<file path="config.mk">
export PLATFORM = sky130hd
export DESIGN_NAME = ignition_arm_fire_link_watchdog
export DESIGN_NICKNAME = d
export VERILOG_FILES = /design/src/rtl/iafwd_pkg.sv /design/src/rtl/ignition_arm_fire_link_watchdog.sv
export VERILOG_INCLUDE_DIRS = /design/src /design/src/rtl
export SDC_FILE = /design/constraint.sdc
export NUM_CORES = 1
export LEC_CHECK = 0
export BUFFER_PORTS_ARGS = -buffer_cell sky130_fd_sc_hd__buf_2
export CAP_MARGIN = 20
export CORE_MARGIN = 2
export CORE_UTILIZATION = 55
export CTS_CLUSTER_DIAMETER = 80
export DETAILED_ROUTE_END_ITERATION = 8
export GPL_ROUTABILITY_DRIVEN = 0
export PLACE_DENSITY_LB_ADDON = 0.25
export SKIP_CTS_REPAIR_TIMING = 1
export SLEW_MARGIN = 20
export SYNTH_ARGS = -nofsm -noshare
export SYNTH_HDL_FRONTEND = slang
export SYNTH_SLANG_ARGS = --single-unit
</file>
<file path="constraint.sdc">
create_clock -name clk -period 5.29 [get_ports clk]
set_input_delay 1.058 -clock clk [delete_from_list [all_inputs] [get_ports clk]]
set_output_delay 1.058 -clock clk [all_outputs]
set_load 0.05 [all_outputs]
</file>
<file path="src/rtl/ignition_arm_fire_link_watchdog_assert.svh">
// Assertion macros for the ignition watchdog.
// Both macros sample on clk and are disabled while rst_n is low.
`ifndef IGNITION_ARM_FIRE_LINK_WATCHDOG_ASSERT_SVH
`define IGNITION_ARM_FIRE_LINK_WATCHDOG_ASSERT_SVH

`ifndef SYNTHESIS

// The consequent must hold in the same cycle as the antecedent.
`define IAFWD_ASSERT_SAME(lbl, ante, cons) \
  lbl: assert property (@(posedge clk) disable iff (!rst_n) (ante) |-> (cons)) \
    else $error("assertion failed: same-cycle check");

// The consequent must hold in the cycle after the antecedent.
`define IAFWD_ASSERT_NEXT(lbl, ante, cons) \
  lbl: assert property (@(posedge clk) disable iff (!rst_n) (ante) |=> (cons)) \
    else $error("assertion failed: next-cycle check");

`else

`define IAFWD_ASSERT_SAME(lbl, ante, cons)
`define IAFWD_ASSERT_NEXT(lbl, ante, cons)

`endif

`endif

</file>
<file path="src/rtl/iafwd_pkg.sv">
`timescale 1ns / 1ps

package iafwd_pkg;

  // Field and register widths.
  localparam int unsigned TimeW    = 16;
  localparam int unsigned DutyW    = 8;
  localparam int unsigned ElapsedW = 17;
  localparam int unsigned FireW    = 4;
  localparam int unsigned CtrlW    = 8;
  localparam int unsigned CfgIdxW  = 3;

  // Control byte layout.
  localparam int unsigned ArmBit = 4;

  // Saturation value of the elapsed counters.
  localparam logic [ElapsedW-1:0] ElapsedMax = {ElapsedW{1'b1}};

  // Register values after reset.
  localparam logic [TimeW-1:0] DropDelayRst       = 16'd5000;
  localparam logic [TimeW-1:0] FireBeepPeriodRst  = 16'd200;
  localparam logic [TimeW-1:0] FireBeepLengthRst  = 16'd50;
  localparam logic [TimeW-1:0] ArmedBeepPeriodRst = 16'd500;
  localparam logic [TimeW-1:0] ArmedBeepLengthRst = 16'd250;
  localparam logic [TimeW-1:0] IdleBeepPeriodRst  = 16'd1000;
  localparam logic [TimeW-1:0] IdleBeepLengthRst  = 16'd50;
  localparam logic [DutyW-1:0] BuzzerDutyRst      = 8'd94;

  // Configuration register indexes.
  typedef enum logic [CfgIdxW-1:0] {
    REG_DROP_DELAY        = 3'd0,
    REG_FIRE_BEEP_PERIOD  = 3'd1,
    REG_FIRE_BEEP_LENGTH  = 3'd2,
    REG_ARMED_BEEP_PERIOD = 3'd3,
    REG_ARMED_BEEP_LENGTH = 3'd4,
    REG_IDLE_BEEP_PERIOD  = 3'd5,
    REG_IDLE_BEEP_LENGTH  = 3'd6,
    REG_BUZZER_DUTY       = 3'd7
  } cfg_reg_t;

  // Input command codes.
  typedef enum logic {
    CMD_TICK   = 1'b0,
    CMD_PACKET = 1'b1
  } cmd_t;

  // Saturating increment of an elapsed counter.
  function automatic logic [ElapsedW-1:0] sat_inc(input logic [ElapsedW-1:0] v);
    logic [ElapsedW-1:0] r;
    if (v == ElapsedMax) begin
      r = ElapsedMax;
    end else begin
      r = v + ElapsedW'(1);
    end
    return r;
  endfunction

endpackage

</file>
<file path="src/rtl/ignition_arm_fire_link_watchdog.sv">
`timescale 1ns / 1ps
// Channel  Direction  Handshake             Payload
// in       input      in_valid / in_ready   in_command, in_packet_valid, in_control_byte
// out      output     out_valid / out_ready arm, relay, fire, link lost, buzzer level
// cfg      input      cfg_we (no wait)      cfg_index, cfg_wdata
// Each word passes an input register, combinational update logic and a result register:
// the result is registered after acceptance, one word accepted per cycle when not stalled.
// The input register accepts a word while a result waits, so one word is held at a stall.
// Reset (rst_n low, synchronous) loads the register defaults and clears the state.

`include "ignition_arm_fire_link_watchdog_assert.svh"

module ignition_arm_fire_link_watchdog (
  input  logic                            clk,
  input  logic                            rst_n,
  input  logic                            in_valid,
  output logic                            in_ready,
  input  logic                            in_command,
  input  logic                            in_packet_valid,
  input  logic [iafwd_pkg::CtrlW-1:0]     in_control_byte,
  output logic                            out_valid,
  input  logic                            out_ready,
  output logic                            out_arm_indicator,
  output logic                            out_relay_enable,
  output logic [iafwd_pkg::FireW-1:0]     out_fire_outputs,
  output logic                            out_link_lost,
  output logic [iafwd_pkg::DutyW-1:0]     out_buzzer_level,
  input  logic                            cfg_we,
  input  logic [iafwd_pkg::CfgIdxW-1:0]   cfg_index,
  input  logic [iafwd_pkg::TimeW-1:0]     cfg_wdata
);
  import iafwd_pkg::*;

  // Configuration registers.
  logic [TimeW-1:0] drop_delay_r;
  logic [TimeW-1:0] fire_period_r;
  logic [TimeW-1:0] fire_length_r;
  logic [TimeW-1:0] armed_period_r;
  logic [TimeW-1:0] armed_length_r;
  logic [TimeW-1:0] idle_period_r;
  logic [TimeW-1:0] idle_length_r;
  logic [DutyW-1:0] duty_r;

  // Input register.
  logic             in_full_r;
  cmd_t             cmd_r;
  logic             pkt_valid_r;
  logic [CtrlW-1:0] ctrl_r;

  // Controller state.
  logic                armed_r;
  logic [FireW-1:0]    fire_req_r;
  logic [ElapsedW-1:0] since_pkt_r;
  logic [ElapsedW-1:0] since_beep_r;
  logic [DutyW-1:0]    buzz_r;

  // Next state.
  logic                armed_nxt;
  logic [FireW-1:0]    fire_req_nxt;
  logic [ElapsedW-1:0] since_pkt_nxt;
  logic [ElapsedW-1:0] since_beep_nxt;
  logic [DutyW-1:0]    buzz_nxt;
  logic                lost_nxt;
  logic                live_nxt;
  logic [TimeW-1:0]    period;
  logic [TimeW-1:0]    length;

  // Result register.
  logic             out_valid_r;
  logic             arm_r;
  logic [FireW-1:0] fire_out_r;
  logic             lost_r;
  logic [DutyW-1:0] level_r;

  logic advance;

  // The result register takes a word when it is empty or being drained.
  assign advance  = in_full_r && (!out_valid_r || out_ready);
  assign in_ready = !in_full_r || advance;

  // Configuration writes.
  always_ff @(posedge clk) begin
    if (!rst_n) begin
      drop_delay_r   <= DropDelayRst;
      fire_period_r  <= FireBeepPeriodRst;
      fire_length_r  <= FireBeepLengthRst;
      armed_period_r <= ArmedBeepPeriodRst;
      armed_length_r <= ArmedBeepLengthRst;
      idle_period_r  <= IdleBeepPeriodRst;
      idle_length_r  <= IdleBeepLengthRst;
      duty_r         <= BuzzerDutyRst;
    end else if (cfg_we) begin
      case (cfg_reg_t'(cfg_index))
        REG_DROP_DELAY:        drop_delay_r   <= cfg_wdata;
        REG_FIRE_BEEP_PERIOD:  fire_period_r  <= cfg_wdata;
        REG_FIRE_BEEP_LENGTH:  fire_length_r  <= cfg_wdata;
        REG_ARMED_BEEP_PERIOD: armed_period_r <= cfg_wdata;
        REG_ARMED_BEEP_LENGTH: armed_length_r <= cfg_wdata;
        REG_IDLE_BEEP_PERIOD:  idle_period_r  <= cfg_wdata;
        REG_IDLE_BEEP_LENGTH:  idle_length_r  <= cfg_wdata;
        REG_BUZZER_DUTY:       duty_r         <= cfg_wdata[DutyW-1:0];
        default: ;
      endcase
    end
  end

  // Input register.
  always_ff @(posedge clk) begin
    if (!rst_n) begin
      in_full_r <= 1'b0;
    end else if (in_ready) begin
      in_full_r <= in_valid;
    end
  end

  always_ff @(posedge clk) begin
    if (in_valid && in_ready) begin
      cmd_r       <= cmd_t'(in_command);
      pkt_valid_r <= in_packet_valid;
      ctrl_r      <= in_control_byte;
    end
  end

  // Tick or packet update, link check and buzzer sequencing.
  always_comb begin
    armed_nxt      = armed_r;
    fire_req_nxt   = fire_req_r;
    since_pkt_nxt  = since_pkt_r;
    since_beep_nxt = since_beep_r;
    buzz_nxt       = buzz_r;

    case (cmd_r)
      CMD_TICK: begin
        since_pkt_nxt  = sat_inc(since_pkt_r);
        since_beep_nxt = sat_inc(since_beep_r);
      end
      CMD_PACKET: begin
        if (pkt_valid_r) begin
          since_pkt_nxt = '0;
          armed_nxt     = ctrl_r[ArmBit];
          fire_req_nxt  = ctrl_r[ArmBit] ? ctrl_r[FireW-1:0] : '0;
        end
      end
      default: ;
    endcase

    lost_nxt = since_pkt_nxt > ElapsedW'(drop_delay_r);
    live_nxt = armed_nxt && !lost_nxt;

    // Beep timing follows the mode: firing, then armed, then idle.
    if (fire_req_nxt != '0) begin
      period = fire_period_r;
      length = fire_length_r;
    end else if (armed_nxt) begin
      period = armed_period_r;
      length = armed_length_r;
    end else begin
      period = idle_period_r;
      length = idle_length_r;
    end

    if (since_beep_nxt > ElapsedW'(period)) begin
      since_beep_nxt = '0;
      buzz_nxt       = duty_r;
    end else if (since_beep_nxt > ElapsedW'(length)) begin
      buzz_nxt = '0;
    end
  end

  // State commits when the word moves into the result register.
  always_ff @(posedge clk) begin
    if (!rst_n) begin
      armed_r      <= 1'b0;
      fire_req_r   <= '0;
      since_pkt_r  <= '0;
      since_beep_r <= '0;
      buzz_r       <= '0;
    end else if (advance) begin
      armed_r      <= armed_nxt;
      fire_req_r   <= fire_req_nxt;
      since_pkt_r  <= since_pkt_nxt;
      since_beep_r <= since_beep_nxt;
      buzz_r       <= buzz_nxt;
    end
  end

  // Result register.
  always_ff @(posedge clk) begin
    if (!rst_n) begin
      out_valid_r <= 1'b0;
    end else if (advance) begin
      out_valid_r <= 1'b1;
    end else if (out_ready) begin
      out_valid_r <= 1'b0;
    end
  end

  always_ff @(posedge clk) begin
    if (advance) begin
      arm_r      <= live_nxt;
      fire_out_r <= live_nxt ? fire_req_nxt : '0;
      lost_r     <= lost_nxt;
      level_r    <= buzz_nxt;
    end
  end

  assign out_valid         = out_valid_r;
  assign out_arm_indicator = arm_r;
  assign out_relay_enable  = arm_r;
  assign out_fire_outputs  = fire_out_r;
  assign out_link_lost     = lost_r;
  assign out_buzzer_level  = level_r;

  // A fire drive is never shown without the arm condition.
  `IAFWD_ASSERT_SAME(a_fire_needs_arm, out_valid_r && (fire_out_r != '0), arm_r)
  // The arm indicator never shows together with a lost link.
  `IAFWD_ASSERT_SAME(a_arm_not_lost, out_valid_r && arm_r, !lost_r)
  // The input side only stalls when both registers are full and the output is stalled.
  `IAFWD_ASSERT_SAME(a_stall_cause, !in_ready, in_full_r && out_valid_r && !out_ready)
  // A valid packet restarts the link timer.
  `IAFWD_ASSERT_NEXT(a_pkt_restart, advance && (cmd_r == CMD_PACKET) && pkt_valid_r,
                     since_pkt_r == '0)

endmodule
</file>
==> flow_summary_export.csv <==
group,metric,value,unit
worst_setup_path,crit_type,"register to register",
worst_hold_path,min_path_cells,2,
timing,tns,0,ns
drt,ant_nets,0,
logic_synthesis,async_flop_share,0,%
drt,wl_met2,12.1,mm
floorplanning,die_area,0.0193,mm2
final_layout,seqCellArea,0.00401,mm2
final_layout,n_antenna_cell,0,
placement,dp_hpwl,17.1,mm
worst_hold_path,hold_class,"register to register",
clock_tree,path_clk_slew,0.08,ns
logic_synthesis,postSynthCellCount,1250,
logic_synthesis,ys_seq_area_share,40.0,%
worst_setup_path,endpoint_kind,"register",
logic_synthesis,synth_edf_count,21,
drt,drt_pre_antenna_iters,6,
floorplanning,row_count,49,
final_layout,mostFrequentLayoutCells,"357 x nand2_1, 169 x dfxtp_1, 108 x a21boi_0",
global_route,grt_remaining_overflow,0,
worst_setup_path,critPathRequiredTime,5.60,ns
worst_setup_path,cpPeakStageDelay,0.85,ns
drt,drc_errors,0,
final_layout,area_growth_syn_to_layout,9.71,%
pwr,power.leakage,4.34,nW
pwr,ir_drop,0.000282,V
floorplanning,initial_core_util,55.9,%
worst_setup_path,cp_max_fo,22,
drt,drt-initial-drc-count,594,
global_route,grt_max_degree,64,
timing,min_period_over_period,87.0,%
placement,placed_area,0.0104,mm2
final_layout,final_cells,1494,
clock_tree,insertion_delay,0.45,ns
drt,wl_per_cell,16.8,um
drt,met1Wirelength,11.2,mm
floorplanning,die_y,139,um
clock_tree,cts_made_buffers,17,
logic_synthesis,netlist_area,0.0100,mm2
placement,port_buffers,47,
clock_tree,cts_tree,"yes",
final_layout,multi_input_area,0.00559,mm2
drt,dr_total_vias,8808,
worst_setup_path,critical_path.top_delay_family,"simple AND/OR/NAND/NOR gates",
clock_tree,clock_sinks,190,
final_layout,design_area,0.0110,mm2
run_status,status,"complete, no violations",
final_layout,drive_above_1_share,9.57,%
floorplanning,boundaryPins,51,
drt,met3_wirelength,1.29,mm
timing,final.setup_skew,0.0244,ns
global_route,grt_pass1_wl,41.7,mm
timing,worstMarginPinSlew,0.883,ns
placement,place_inst,1462,
logic_synthesis,synthesis.nets,1330,
flow_run,cap_violations,0,
timing,rsz0062_at_grt,"false",
pwr,totalPowerFinal,0.00323,W
drt,avgViaCountPerCell,5.90,
drt,wl,25.1,mm
timing,maxSlewViolCount,0,
timing,fmax,0.217,GHz
logic_synthesis,ys_seq_elements,190,
timing,fin_crit,4.60,ns
timing,relSlewSlack,40.9,%
logic_synthesis,ys_warn_count,0,
floorplanning,die_width,139,um
logic_synthesis,yosys.cell_types.count,63,
worst_setup_path,rr_worst_depth,14,
worst_setup_path,start_kind,"register",
timing,final_hold_viol_count,0,
clock_tree,root_buffer,"clkbuf_16",
global_route,first_global_vias,8323,
global_route,grt_antenna_before_repair,0,
worst_setup_path,cp_slowest_cell,"edfxtp_1",
worst_setup_path,cp_num_cells,14,
logic_synthesis,syn_avg_cell_area,8.03,um2
final_layout,nets,1332,
worst_setup_path,cp_cell_sequence,"nand3_1 > nand2_1 > buf_4 > mux2i_1 > nand2_1 > o21ai_0 > ha_1 > nand4_1 > or3_1 > a2111oi_2 > a22oi_4 > buf_4 > a41oi_1 > o21ai_0",
drt,top_layer_used,"met4",
logic_synthesis,ys.flop_type,"dfxtp_1",
clock_tree,htree_levels,4,
worst_setup_path,cp.arrival,4.92,ns
pwr,power_density,294,mW/mm2
worst_setup_path,critPathBufInv,2,
final_layout,final_common_cell,"nand2_1",
floorplanning,core_area,0.0180,mm2
timing,setup_viol,0,
clock_tree,cts.path.max_buffers,2,
final_layout,fill_cells,1611,
global_route,grt_use_total,26.4,%
sequential cells by signal (all words and copies together) (netlist names):
register and cells:
fire_req_r 4, since_pkt_r 17, armed_length_r 16, out_link_lost 1
idle_length_r 16, armed_period_r 16, in_full_r 1, ctrl_r 5
pkt_valid_r 1, armed_r 1, out_valid 1, out_buzzer_level 8
cmd_r 1, since_beep_r 17, out_arm_indicator 1, buzz_r 8
drop_delay_r 16, duty_r 8, out_fire_outputs 4, idle_period_r 16
fire_period_r 16, fire_length_r 16
through the flow:
stage	worst slack, ns	util, %	hold slack [ns]
after floorplan	1.20	-	0.434
after global placement	0.875	57.7	0.445
after detailed placement	0.795	57.8	0.449
after CTS	0.689	61.3	0.466
after global routing	0.346	61.3	0.484
final	0.686	61.3	0.463
final timing paths:
path                          from                to  slack, ns
setup reg to reg             cmd_r         buzz_r[4]       0.69
hold / removal    fire_period_r[1]  fire_period_r[1]       0.46
setup / recovery             cmd_r         buzz_r[4]       0.69
hold reg to reg   fire_period_r[1]  fire_period_r[1]       0.46
layout make-up:
type / count / share of cell area [%]
inverters: 34 / 1.16
clock buffers: 18 / 4.09
multi-input cells: 946 / 50.8
clock inverters: 14 / 1.68
flip-flops and latches: 190 / 36.4
well taps: 229 / 2.60
repair buffers: 63 / 3.25
cells in the mapped netlist (3+ instances only):
master,number,area [um2]
xnor2_1,5,43.8
o31ai_1,3,22.5
nor2b_1,13,81.3
or3_1,3,18.8
buf_4,3,22.5
ha_1,46,576
nand2b_1,6,37.5
a41oi_1,9,78.8
o21ai_0,58,290
inv_1,34,128
o221a_2,3,33.8
and3_1,11,68.8
nand3b_1,9,67.6
clkbuf_2,7,35.0
edfxtp_1,21,631
nand4_1,27,169
a211oi_1,3,22.5
nand3_1,51,255
a311oi_1,3,26.3
dfxtp_1,169,3380
nand2_1,357,1340
o211a_1,4,40.0
a31oi_1,8,50.1
clkbuf_1,60,225
a21o_1,11,82.6
a211o_1,4,35.0
and4_1,4,35.0
o21ai_1,13,65.1
buf_2,3,15.0
nor4_1,4,25.0
o211ai_1,8,60.1
xor2_1,7,61.3
and2_1,13,81.3
a21boi_0,108,811
mux2i_1,31,310
buf_1,6,22.5
nor3_1,13,65.1
a21bo_2,5,50.1
nor2_1,41,154
o21a_1,8,60.1
a21oi_1,30,150
tightest hold or removal path: stages (launching register included):
cell	delay (ns)
dfxtp_1	0.31
nand2_1	0.04
a21boi_0	0.06
power breakdown:
group,total [W],internal (W),switching [W]
Sequential,0.00152,0.00149,0.0000246
Combinational,0.000384,0.000132,0.000252
Clock,0.00133,0.000674,0.000659
metal layers:
metal,up-vias,global-route usage (%)
met5,-,0
met4,0,8.67
met3,37,4.18
met2,259,45.2
met1,4168,34.3
li1,4344,-
cell families (layout without fill, tap and decap cells):
family                   Yosys count  after routing  share of synthesized area (%)
multiplexers                      32             32                           3.20
buffers and inverters            114            129                           4.57
AND/OR/NAND/NOR                  560            560                           24.6
AO/OA/AOI/OAI                    296            296                           20.8
adder cells (fa/ha/maj)           46             46                           5.73
flip-flops                       190            190                           40.0
XOR/XNOR                          12             12                           1.05
Note: power is estimated with default switching activity, not from simulation.
